## src/rtl/teh_pkg.sv

```systemverilog
package teh_pkg;

    localparam int TIME_BITS  = 32;
    localparam int FIELD_BITS = 32;
    localparam int COUNT_BITS = 5;

    localparam logic FUNC_INSERT = 1'b0;
    localparam logic FUNC_QUERY  = 1'b1;

    typedef struct packed {
        logic                  func;
        logic [TIME_BITS-1:0]  event_time;
        logic [FIELD_BITS-1:0] event_word;
    } t_in_req;

    typedef struct packed {
        logic                  found;
        logic [TIME_BITS-1:0]  found_time;
        logic [FIELD_BITS-1:0] found_word;
        logic [COUNT_BITS-1:0] entry_count;
    } t_out_req;

    // Broadcast from the control to every cell.
    typedef struct packed {
        logic                 ins;
        logic [TIME_BITS-1:0] ins_time;
        logic [TIME_BITS-1:0] key;
    } t_teh_cmd;

    // Shift link from one cell to the cell below it.
    typedef struct packed {
        logic                 le;
        logic [TIME_BITS-1:0] tim;
    } t_teh_link;

    // Query chain link, carried from the top cell toward the bottom.
    typedef struct packed {
        logic                 hit;
        logic [TIME_BITS-1:0] tim;
    } t_teh_hit;

endpackage

```

## src/rtl/time_ordered_event_history.sv

```systemverilog
// Time-ordered event history: a table of DEPTH events kept sorted newest first.
// Requests enter on i_in / i_in_valid and are accepted at a clock edge where
// i_in_valid is high and o_in_stall is low. Results leave on o_out / o_out_valid
// and are taken at an edge where o_out_valid is high and i_out_stall is low.
// Every request gives exactly one result, in request order.
// An insert updates all cells in the accepting cycle; its result (entry count
// after the insert) is valid in the next cycle, and the next request may follow
// right away. A query lets a match token ripple through the cell chain one
// cell per cycle, and the block takes no new request during that walk; its
// result is registered once the walk has reached the bottom cell.
// A synchronous active-low reset clears every slot to zero, the entry count
// to zero and drops any pending result. While the receiver stalls, the result
// register holds; a request is still taken if its result can go into the
// register as the old one leaves, otherwise o_in_stall stays high.
module time_ordered_event_history #(
    parameter int DEPTH     = 16,
    parameter int WORD_BITS = 32
) (
    input  logic              i_clk,
    input  logic              i_rst_n,
    input  teh_pkg::t_in_req  i_in,
    input  logic              i_in_valid,
    output logic              o_in_stall,
    output teh_pkg::t_out_req o_out,
    output logic              o_out_valid,
    input  logic              i_out_stall
);
    import teh_pkg::*;

    localparam int CNT_W = $clog2(DEPTH + 1);

    typedef enum logic [1:0] {
        ST_IDLE = 2'b01,
        ST_SCAN = 2'b10
    } t_state;

    t_state              r_state, n_state;
    logic [CNT_W-1:0]    r_count, n_count;
    logic [CNT_W-1:0]    r_scan, n_scan;
    logic [TIME_BITS-1:0] r_key;
    t_out_req            r_out, n_out;
    logic                r_out_valid, n_out_valid;

    logic w_accept;
    logic w_ins;
    logic w_query;
    logic w_out_free;
    logic w_scan_done;

    t_teh_cmd             w_cmd;
    logic [DEPTH-1:0]     w_slot_valid;
    t_teh_link            w_link   [DEPTH];
    logic [WORD_BITS-1:0] w_word   [DEPTH];
    t_teh_hit             w_q      [DEPTH];
    logic [WORD_BITS-1:0] w_q_word [DEPTH];

    logic [WORD_BITS+FIELD_BITS-1:0] w_in_word_ext;
    logic [WORD_BITS+FIELD_BITS-1:0] w_out_word_ext;
    logic [CNT_W+COUNT_BITS-1:0]     w_ins_cnt_ext;
    logic [CNT_W+COUNT_BITS-1:0]     w_cur_cnt_ext;

    // The result register is free when empty or when it is drained this cycle.
    assign w_out_free = !r_out_valid || !i_out_stall;
    assign o_in_stall = (r_state != ST_IDLE) || !w_out_free;
    assign w_accept   = i_in_valid && !o_in_stall;
    assign w_ins      = w_accept && (i_in.func == FUNC_INSERT);
    assign w_query    = w_accept && (i_in.func == FUNC_QUERY);

    assign w_scan_done = (r_state == ST_SCAN) && (r_scan == CNT_W'(DEPTH)) && w_out_free;

    // Only the low WORD_BITS of the payload are stored; results are zero-extended.
    assign w_in_word_ext  = (WORD_BITS + FIELD_BITS)'(i_in.event_word);
    assign w_out_word_ext = (WORD_BITS + FIELD_BITS)'(w_q_word[DEPTH-1]);

    assign w_cmd.ins      = w_ins;
    assign w_cmd.ins_time = i_in.event_time;
    assign w_cmd.key      = r_key;

    assign n_count = (w_ins && (r_count != CNT_W'(DEPTH))) ? r_count + CNT_W'(1) : r_count;

    // The entry count field carries the low bits of the count.
    assign w_ins_cnt_ext = (CNT_W + COUNT_BITS)'(n_count);
    assign w_cur_cnt_ext = (CNT_W + COUNT_BITS)'(r_count);

    genvar gi;
    generate
        for (gi = 0; gi < DEPTH; gi++) begin : g_cell
            t_teh_link            w_up;
            logic [WORD_BITS-1:0] w_up_word;
            t_teh_hit             w_q_up;
            logic [WORD_BITS-1:0] w_q_up_word;

            assign w_slot_valid[gi] = (CNT_W'(gi) < r_count);

            if (gi == 0) begin : g_head
                // Nothing shifts into the top slot, and the query chain
                // starts from a not-found token.
                assign w_up        = '0;
                assign w_up_word   = '0;
                assign w_q_up      = '0;
                assign w_q_up_word = '0;
            end else begin : g_body
                assign w_up        = w_link[gi-1];
                assign w_up_word   = w_word[gi-1];
                assign w_q_up      = w_q[gi-1];
                assign w_q_up_word = w_q_word[gi-1];
            end

            teh_cell #(
                .WORD_BITS (WORD_BITS),
                .LAST      (gi == DEPTH - 1)
            ) u_cell (
                .i_clk        (i_clk),
                .i_rst_n      (i_rst_n),
                .i_cmd        (w_cmd),
                .i_slot_valid (w_slot_valid[gi]),
                .i_new_word   (w_in_word_ext[WORD_BITS-1:0]),
                .i_up         (w_up),
                .i_up_word    (w_up_word),
                .o_link       (w_link[gi]),
                .o_word       (w_word[gi]),
                .i_q_up       (w_q_up),
                .i_q_up_word  (w_q_up_word),
                .o_q          (w_q[gi]),
                .o_q_word     (w_q_word[gi])
            );
        end
    endgenerate

    // Control sequencer. A query holds the key stable while r_scan counts up to
    // DEPTH, so that the token at the bottom of the chain has seen every cell.
    always_comb begin
        n_state = r_state;
        n_scan  = r_scan;
        unique case (r_state)
            ST_IDLE: begin
                if (w_query) begin
                    n_state = ST_SCAN;
                    n_scan  = '0;
                end
            end
            ST_SCAN: begin
                if (r_scan != CNT_W'(DEPTH)) begin
                    n_scan = r_scan + CNT_W'(1);
                end else if (w_out_free) begin
                    n_state = ST_IDLE;
                end
            end
            default: begin
                n_state = ST_IDLE;
            end
        endcase
    end

    always_comb begin
        n_out       = r_out;
        n_out_valid = r_out_valid && i_out_stall;
        if (w_ins) begin
            n_out.found       = 1'b0;
            n_out.found_time  = '0;
            n_out.found_word  = '0;
            n_out.entry_count = w_ins_cnt_ext[COUNT_BITS-1:0];
            n_out_valid       = 1'b1;
        end else if (w_scan_done) begin
            n_out.found       = w_q[DEPTH-1].hit;
            n_out.found_time  = w_q[DEPTH-1].tim;
            n_out.found_word  = w_out_word_ext[FIELD_BITS-1:0];
            n_out.entry_count = w_cur_cnt_ext[COUNT_BITS-1:0];
            n_out_valid       = 1'b1;
        end
    end

    always_ff @(posedge i_clk) begin
        if (!i_rst_n) begin
            r_state     <= ST_IDLE;
            r_count     <= '0;
            r_scan      <= '0;
            r_out_valid <= 1'b0;
        end else begin
            r_state     <= n_state;
            r_count     <= n_count;
            r_scan      <= n_scan;
            r_out_valid <= n_out_valid;
        end
    end

    always_ff @(posedge i_clk) begin
        r_out <= n_out;
        if (w_query) begin
            r_key <= i_in.event_time;
        end
    end

    assign o_out       = r_out;
    assign o_out_valid = r_out_valid;

`ifndef ASSERT_OFF
    a_count_bound: assert property (@(posedge i_clk) disable iff (!i_rst_n)
        r_count <= CNT_W'(DEPTH))
        else $error("entry count above table depth");

    a_insert_result: assert property (@(posedge i_clk) disable iff (!i_rst_n)
        w_ins |=> r_out_valid && !r_out.found)
        else $error("insert did not present its result");

    a_query_start: assert property (@(posedge i_clk) disable iff (!i_rst_n)
        w_query |=> (r_state == ST_SCAN) && (r_scan == '0))
        else $error("query did not start the chain walk");

    a_no_accept_in_scan: assert property (@(posedge i_clk) disable iff (!i_rst_n)
        (r_state == ST_SCAN) |-> !w_accept)
        else $error("request accepted during a query walk");

    a_scan_result: assert property (@(posedge i_clk) disable iff (!i_rst_n)
        w_scan_done |=> r_out_valid && (r_state == ST_IDLE))
        else $error("query walk ended without a result");
`endif

endmodule

```

## src/rtl/teh_cell.sv

```systemverilog
module teh_cell #(
    parameter int WORD_BITS = 32,
    parameter bit LAST      = 1'b0
) (
    input  logic                  i_clk,
    input  logic                  i_rst_n,
    input  teh_pkg::t_teh_cmd     i_cmd,
    input  logic                  i_slot_valid,
    input  logic [WORD_BITS-1:0]  i_new_word,
    input  teh_pkg::t_teh_link    i_up,
    input  logic [WORD_BITS-1:0]  i_up_word,
    output teh_pkg::t_teh_link    o_link,
    output logic [WORD_BITS-1:0]  o_word,
    input  teh_pkg::t_teh_hit     i_q_up,
    input  logic [WORD_BITS-1:0]  i_q_up_word,
    output teh_pkg::t_teh_hit     o_q,
    output logic [WORD_BITS-1:0]  o_q_word
);
    import teh_pkg::*;

    logic [TIME_BITS-1:0] r_time, n_time;
    logic [WORD_BITS-1:0] r_word, n_word;
    t_teh_hit             r_q, n_q;
    logic [WORD_BITS-1:0] r_q_word, n_q_word;
    logic                 w_le;
    logic                 w_match;

    assign w_le    = (r_time <= i_cmd.ins_time);
    assign w_match = i_slot_valid && (r_time >= i_cmd.key);

    assign o_link.le  = w_le;
    assign o_link.tim = r_time;
    assign o_word     = r_word;
    assign o_q        = r_q;
    assign o_q_word   = r_q_word;

    // The cell above moves down when it is not newer than the new event;
    // otherwise the gap opens here if this entry is not newer either, or in the last cell.
    always_comb begin
        n_time = r_time;
        n_word = r_word;
        if (i_cmd.ins) begin
            if (i_up.le) begin
                n_time = i_up.tim;
                n_word = i_up_word;
            end else if (w_le || LAST) begin
                n_time = i_cmd.ins_time;
                n_word = i_new_word;
            end
        end
    end

    // The lowest matching cell wins because it overrides what came from above.
    always_comb begin
        if (w_match) begin
            n_q.hit  = 1'b1;
            n_q.tim  = r_time;
            n_q_word = r_word;
        end else begin
            n_q      = i_q_up;
            n_q_word = i_q_up_word;
        end
    end

    always_ff @(posedge i_clk) begin
        if (!i_rst_n) begin
            r_time <= '0;
            r_word <= '0;
        end else begin
            r_time <= n_time;
            r_word <= n_word;
        end
    end

    always_ff @(posedge i_clk) begin
        r_q      <= n_q;
        r_q_word <= n_q_word;
    end

endmodule

```

## config.mk

```make
export PLATFORM = sky130hd
export DESIGN_NAME = time_ordered_event_history
export DESIGN_NICKNAME = d
export VERILOG_FILES = /design/src/rtl/teh_pkg.sv /design/src/rtl/time_ordered_event_history.sv /design/src/rtl/teh_cell.sv
export SDC_FILE = /design/constraint.sdc
export NUM_CORES = 2
export LEC_CHECK = 0
export BUFFER_PORTS_ARGS = -buffer_cell sky130_fd_sc_hd__buf_2
export CAP_MARGIN = 20
export CORE_UTILIZATION = 40
export DETAILED_ROUTE_END_ITERATION = 12
export RECOVER_POWER = 25
export SETUP_SLACK_MARGIN = 0.05
export SYNTH_ARGS = -nofsm -noshare
export SYNTH_HDL_FRONTEND = slang
export SYNTH_SLANG_ARGS = --single-unit
```

## constraint.sdc

```tcl
create_clock -name i_clk -period 4.7 [get_ports i_clk]
set_clock_uncertainty 0.15 [all_clocks]
set_input_delay 1.41 -clock i_clk [delete_from_list [all_inputs] [get_ports i_clk]]
set_output_delay 1.41 -clock i_clk [all_outputs]
set_load 0.03 [all_outputs]
```

# Word level (Yosys, flattened, before mapping)
# Index checks and enable logic that the tools add are counted.
# classes
addsub,2
n_mul,0
div_mod_pow,0
n_lt_le_gt_ge,47
n_eq_ne,10
n_shift,0
muxes,101
bitwise,1
reduce_logical,62
# ops
op,count
32-bit 2-to-1 mux,88
32-bit >= comparator,16
32-bit <= comparator,15
"4-bit by 5-bit less-than comparator with 1-bit output, first input constant",8
33-bit 2-to-1 mux,1
2-bit nonzero test,16
2-bit AND reduction,15
5-bit 2-to-1 mux,5
1-bit logical AND,23
"3-bit by 5-bit less-than comparator with 1-bit output, first input constant",4
"5-bit by 1-bit adder with 5-bit output, second input constant",2
"1-bit by 5-bit less-than comparator with 1-bit output, first input constant",2
"2-bit by 5-bit less-than comparator with 1-bit output, first input constant",2
"5-bit inequality test, second input constant",2
5-bit one-hot mux with 2 select lines,1
2-bit 2-to-1 mux,3
"2-bit inequality test, second input constant",3
3-bit AND reduction,2
"5-bit == test, second input constant",1
1-bit logical NOT,4
"2-bit by 1-bit inequality test with 1-bit output, second input constant",2
2-bit one-hot mux with 2 select lines,1
"2-bit by 1-bit == test with 1-bit output, second input constant",1
"2-bit == test, second input constant",1
other kinds (3),5
# totals
register_bits,2179
latchBits,0
ram_bits,0
rom_bits,0
inputBits,69
out_inout_bits,72
n_memories,0

# Logic depth before layout (Yosys ltp)
# depth
depth_word,10
ltp_mapped,12

# Cells and area by module
# From an unflattened synthesis, not the netlist that was laid out.
# unflattened
cells_unflattened,16080
hier_area_um2,138063.7
# by_module_without_submodules
mod,n_inst,cells_per_inst,area_each_um2,seq_area_each_um2
teh_cell (g_cell[0].u_cell ...),15,997,8434.3,2582.5
teh_cell (g_cell[15].u_cell),1,652,6718.9,2582.5
time_ordered_event_history,1,473,4829.6,2672.6

# Worst setup path after synthesis
# OpenSTA, ideal clock, no wires.
# synth_timing
path_type,input to register
startpoint,in i_in[51] in the netlist's numbering
endpoint,reg g_cell[10].u_cell.r_word[0]
setup_time_ns,0.134
arrival_time_ns,3.842
setup_slack_ns,0.575
cell_stages,12
n_path_buf,3
cell_sequence,inv_1 -> ha_1 -> a21oi_1 -> o21ai_0 -> a221o_1 -> a2111oi_0 -> a22o_1 -> buf_2 -> buf_6 -> buf_6 -> mux2i_1 -> o22ai_1
# synth_between
elab_chain_len,3
# synth_rtl
item,line,text
start: declaration,time_ordered_event_history.sv:21,"input teh_pkg::t_in_req i_in,"
32-bit <= comparator,teh_cell.sv:28,assign w_le = (r_time <= i_cmd.ins_time);
2-bit nonzero test (no line),-,
2-bit AND reduction (no line),-,
end signal: assignment,teh_cell.sv:71,r_word <= n_word;
end: declaration,teh_cell.sv:22,"logic [WORD_BITS-1:0] r_word, n_word;"
# Several ways; a longest one is shown, not always the timed one.
# A chain may end at the register's enable or synchronous reset.

# Worst setup path after layout
# layout_timing
startpoint,in i_in[44] in the netlist's numbering
endpoint,reg g_cell[11].u_cell.r_word[30]
# layout_between
elab_chain_len,3
# layout_rtl
item,line
32-bit <= comparator,teh_cell.sv:28
2-bit nonzero test (no line),-
2-bit AND reduction (no line),-
end signal: assignment,teh_cell.sv:71
end: declaration,teh_cell.sv:22
# Several ways; a longest one is shown, not always the timed one.

==> summary by stage <==
Logic synthesis
In this run, synthesis produced a sequential element count of 2,179. The number of library cell types mapped by synthesis is 78. The sequential-to-total area share from yosys stat is 42.69%. By area the synthesized netlist is led by dfxtp_1 (42%), ha_1 (12%), mux2_2 (9.0%).

The number of instances in the synthesized netlist is 10,080. Yosys printed 0 warnings. Each instance of the synthesized netlist takes up on average 10.23 um2. For this run, asynchronously set or reset flops after synthesis account for 0%.

The number of nets handed over by synthesis was 11,140. The cell area that synthesis handed to floorplanning was 103,100 um2. The top cell type by area accounts for 41.61% of the synthesized area.

The prevailing post-synth register cell is dfxtp_1. Ranked by instance count, the synthesized netlist is headed by dfxtp_1 (2,142), nand2_1 (1,369), ha_1 (996). The cell type with the largest total area after synthesis is dfxtp_1. The cell with the most instances after synthesis is dfxtp_1. The count of flip-flops with a built-in enable after synthesis is 37.

Timing
The final setup violation count is 0. The achievable clock frequency is 215.6 MHz. The number of failing hold endpoints at the final stage is 0. Across all setup checks in the final design, the least slack found is 0.06078 ns. Summed over all failing endpoints, the final setup total negative slack is 0 ns.

The worst pin sits at a relative slew slack of -63.33%. The count of final max-slew check failures is 393. The slew of the pin with the lowest slew margin is 2.450 ns. Of the available clock period, the critical path in the final layout requires 98.71%. The final critical path time including I/O delays and setup is 4.639 ns. Setup repair after global routing left no endpoint under its margin.

GRT
The global-route total usage across every layer is 26.89%. The total grt overflow is 0. The number of global-route vias before repair is 81,100. The initial antenna violation count came to 18. The global-route wire length before repair is 528,400 um. The largest net degree at the start of global routing is 190.

Layout
The area added between synthesis and finish is 14.75%. For this run, the post-layout net count is 11,310. The finished cells cover 118,300 um2. The share of final-layout standard cells stronger than drive strength 1 is 17.45%.

Pwr
The power density over the cells is 342.2 nW/um2. The worst ir drop on vdd is 0.0004103 V. In this run the static leakage power is 54.03 nW.

Detailed routing
The post-detailed-route count of antenna-violating nets is 0. The pre-antenna-repair detailed-routing pass consisted of 6 iterations. The wire length per cell is 25.93 um.

The initial DRC count is 7,354. Wire segments on met3 add up to 26,440 um in the final route. The final routed wirelength across all metal layers is 357,900 um.

The count of vias placed by the detailed router is 82,230. The met1 wire length is 159,600 um. In the routed layout, each cell is associated on average with a via count of 5.957. The sum of met2 wire segment lengths after detailed routing is 155,100 um. In this run the top signal layer used is met5. The remaining design rule violation count is 0.

Die
The effective utilization at floorplan is 40.40%. From left edge to right edge, the die measures 509.6 um. The die footprint is 259,700 um2.

In this run the core area contains 185 standard-cell rows. The floorplan die height is 509.6 um. 141 I/O pins were placed. The floorplan step defined a core boundary enclosing 255,100 um2.

Clocking
The number of hold buffers added after CTS was 0. For this design, the sink count on the clock tree is 2,179. The later pin in the worst-skew pair is clocked with a latency of 0.94 ns. Clock-pin slew was measured on the worst setup and hold paths at 0.07 ns.

The cell chosen for the clock root is clkbuf_16. Clock tree synthesis inserted a total of 226 buffers. CTS built an H-tree with a depth of 4. The post-cts repair resize count is 0.

In this run the post-CTS setup repair buffer count came out at 0. The TritonCTS clock tree is built. The maximum clock path buffer count is 3.

Worst setup path
The arrival time reported for the critical path endpoint is 5.24 ns. The worst-path maximum fanout is 32. The terminus of the critical flop-to-flop path is g_cell[14].u_cell.o_q_word[6]. The worst setup path category is input pin to flop.

For flop-to-flop paths, the worst setup slack is 0.22 ns. The data required time of the worst path is 5.31 ns. The worst register-to-register path begins at r_key[28]. The worst reg-to-reg path cell count is 11. The worst setup path is captured at a flop.

STA classifies the critical path startpoint as an input pin.

Min path
The worst hold endpoint is g_cell[6].u_cell.o_q[32]. The number of instances on the worst hold path is 1. The path class of the tightest hold or removal check is flop to flop. The beginning of the worst hold path is g_cell[5].u_cell.o_q[32].

Job
The tool flagged a number of max-cap violations equal to 7.

Run status
The flow ran to the end, but the final reports show violations. The final reports fail on capacitance limit, slew limit.

Placement
After legalization and detailed placement, the total HPWL measured 254,800 um. Before CTS, the worst setup slack after placement is -0.3405 ns. The area of placed instances is 110,900 um2. At the end of routability-driven placement, the weighted congestion stood at 0.9488. Port buffering added 140 buffers.
## flip-flops by register name, indices dropped and copies added, names as in the netlist, 2 cells and up
| signal | count |
|---|---|
| r_key | 32 |
| o_out | 70 |
| r_state | 2 |
| g_cell.u_cell.o_q_word | 512 |
| r_scan | 5 |
| g_cell.u_cell.o_word | 512 |
| g_cell.u_cell.o_q | 528 |
| r_count | 5 |
| g_cell.u_cell.r_time | 512 |
## cells by family after synthesis
| logic type | Yosys count | share of synthesized area, % |
|---|---|---|
| adders and majority gates | 996 | 12.09 |
| AOI/OAI and AO/OA | 2316 | 14.50 |
| muxes | 1761 | 18.27 |
| and+or+nand+nor | 1985 | 8.393 |
| xor gates and xnor gates | 7 | 0.05949 |
| DFF | 2179 | 42.69 |
| buffers and inverters | 832 | 3.998 |
## critical path, cell delays in order
cell and delay [ns]:
buf_2 0.08, inv_1 0.18, buf_4 0.25, buf_4 0.16, ha_1 0.29, nand4_1 0.22
a2111oi_0 0.70, o31ai_1 0.18, a22o_4 0.40, o21ai_4 0.22, buf_2 0.93, o22ai_1 0.19
## area by class of cell
| type | instances | area, um2 |
|---|---|---|
| Clock buffer | 317 | 6481 |
| Clock inverter | 102 | 1413 |
| Sequential cell | 2179 | 43990 |
| Multi-Input combinational cell | 7065 | 55440 |
| Timing Repair Buffer | 659 | 6300 |
| Antenna cell | 4 | 10.01 |
| Inverter | 110 | 412.9 |
| Fill cell | 23580 | 136800 |
| Tap cell | 3366 | 4212 |
## metrics by stage
stage / instances / total power, mW / hold WS [ns] / utilization [%]
2_1_floorplan: 10080 / 20.64 / 0.2363 / -
3_3_place_gp: 13380 / 21.91 / 0.2392 / 43.48
3_5_place_dp: 13380 / 21.98 / 0.2433 / 43.48
4_1_cts: 13800 / 40.67 / 0.2297 / 46.57
5_1_grt: 13800 / 41.65 / 0.2700 / 46.36
6_report: 13800 / 40.47 / 0.2443 / 46.36
## power by group
| group | total (mW) | switching (mW) | internal (mW) |
|---|---|---|---|
| registers | 18.8 | 0.160 | 18.7 |
| logic | 2.79 | 1.94 | 0.851 |
| clock network | 18.8 | 7.97 | 10.9 |
## layout by cell type, fill, tap and decap left out, types with 16 or more instances in the layout
master / n
nor4_1: 27
a2111oi_0: 37
and4_1: 17
a21o_1: 113
o31ai_1: 17
nor2b_1: 35
nand2b_1: 49
clkbuf_1: 165
clkinv_2: 43
a221oi_1: 16
buf_4: 296
nand3_1: 141
a21boi_1: 60
o2111ai_1: 77
a31oi_1: 79
nor3_1: 26
edfxtp_1: 37
buf_12: 157
a21oi_1: 474
o22ai_1: 835
mux2_1: 133
ha_1: 995
mux2_2: 827
clkbuf_16: 229
a211oi_1: 23
bufinv_16: 22
dfxtp_1: 2142
nand2_1: 1366
o21a_1: 27
buf_2: 64
a221o_1: 23
nand4_1: 175
inv_1: 110
o21ai_0: 253
mux2i_1: 801
nor2_1: 84
o211a_1: 64
o211ai_1: 93
clkbuf_8: 42
## worst max-delay path by stage
stage / start / to / cells past startpoint
2_1_floorplan: i_in[51] / g_cell[10].u_cell.o_word[0] / 12
3_3_place_gp: i_in[60] / g_cell[12].u_cell.o_word[8] / 14
3_5_place_dp: i_in[39] / g_cell[6].u_cell.r_time[16] / 12
4_1_cts: r_key[31] / g_cell[5].u_cell.o_q[4] / 12
5_1_grt: i_in[59] / g_cell[8].u_cell.r_time[6] / 13
6_report: i_in[44] / g_cell[11].u_cell.o_word[30] / 12
## metal layers
metal	vias to the layer above	track usage, %
li1	37680	-
met1	40550	37.19
met2	3288	41.27
met3	698	4.110
met4	10	11.80
met5	-	0
(Power assumes the default switching activity.)
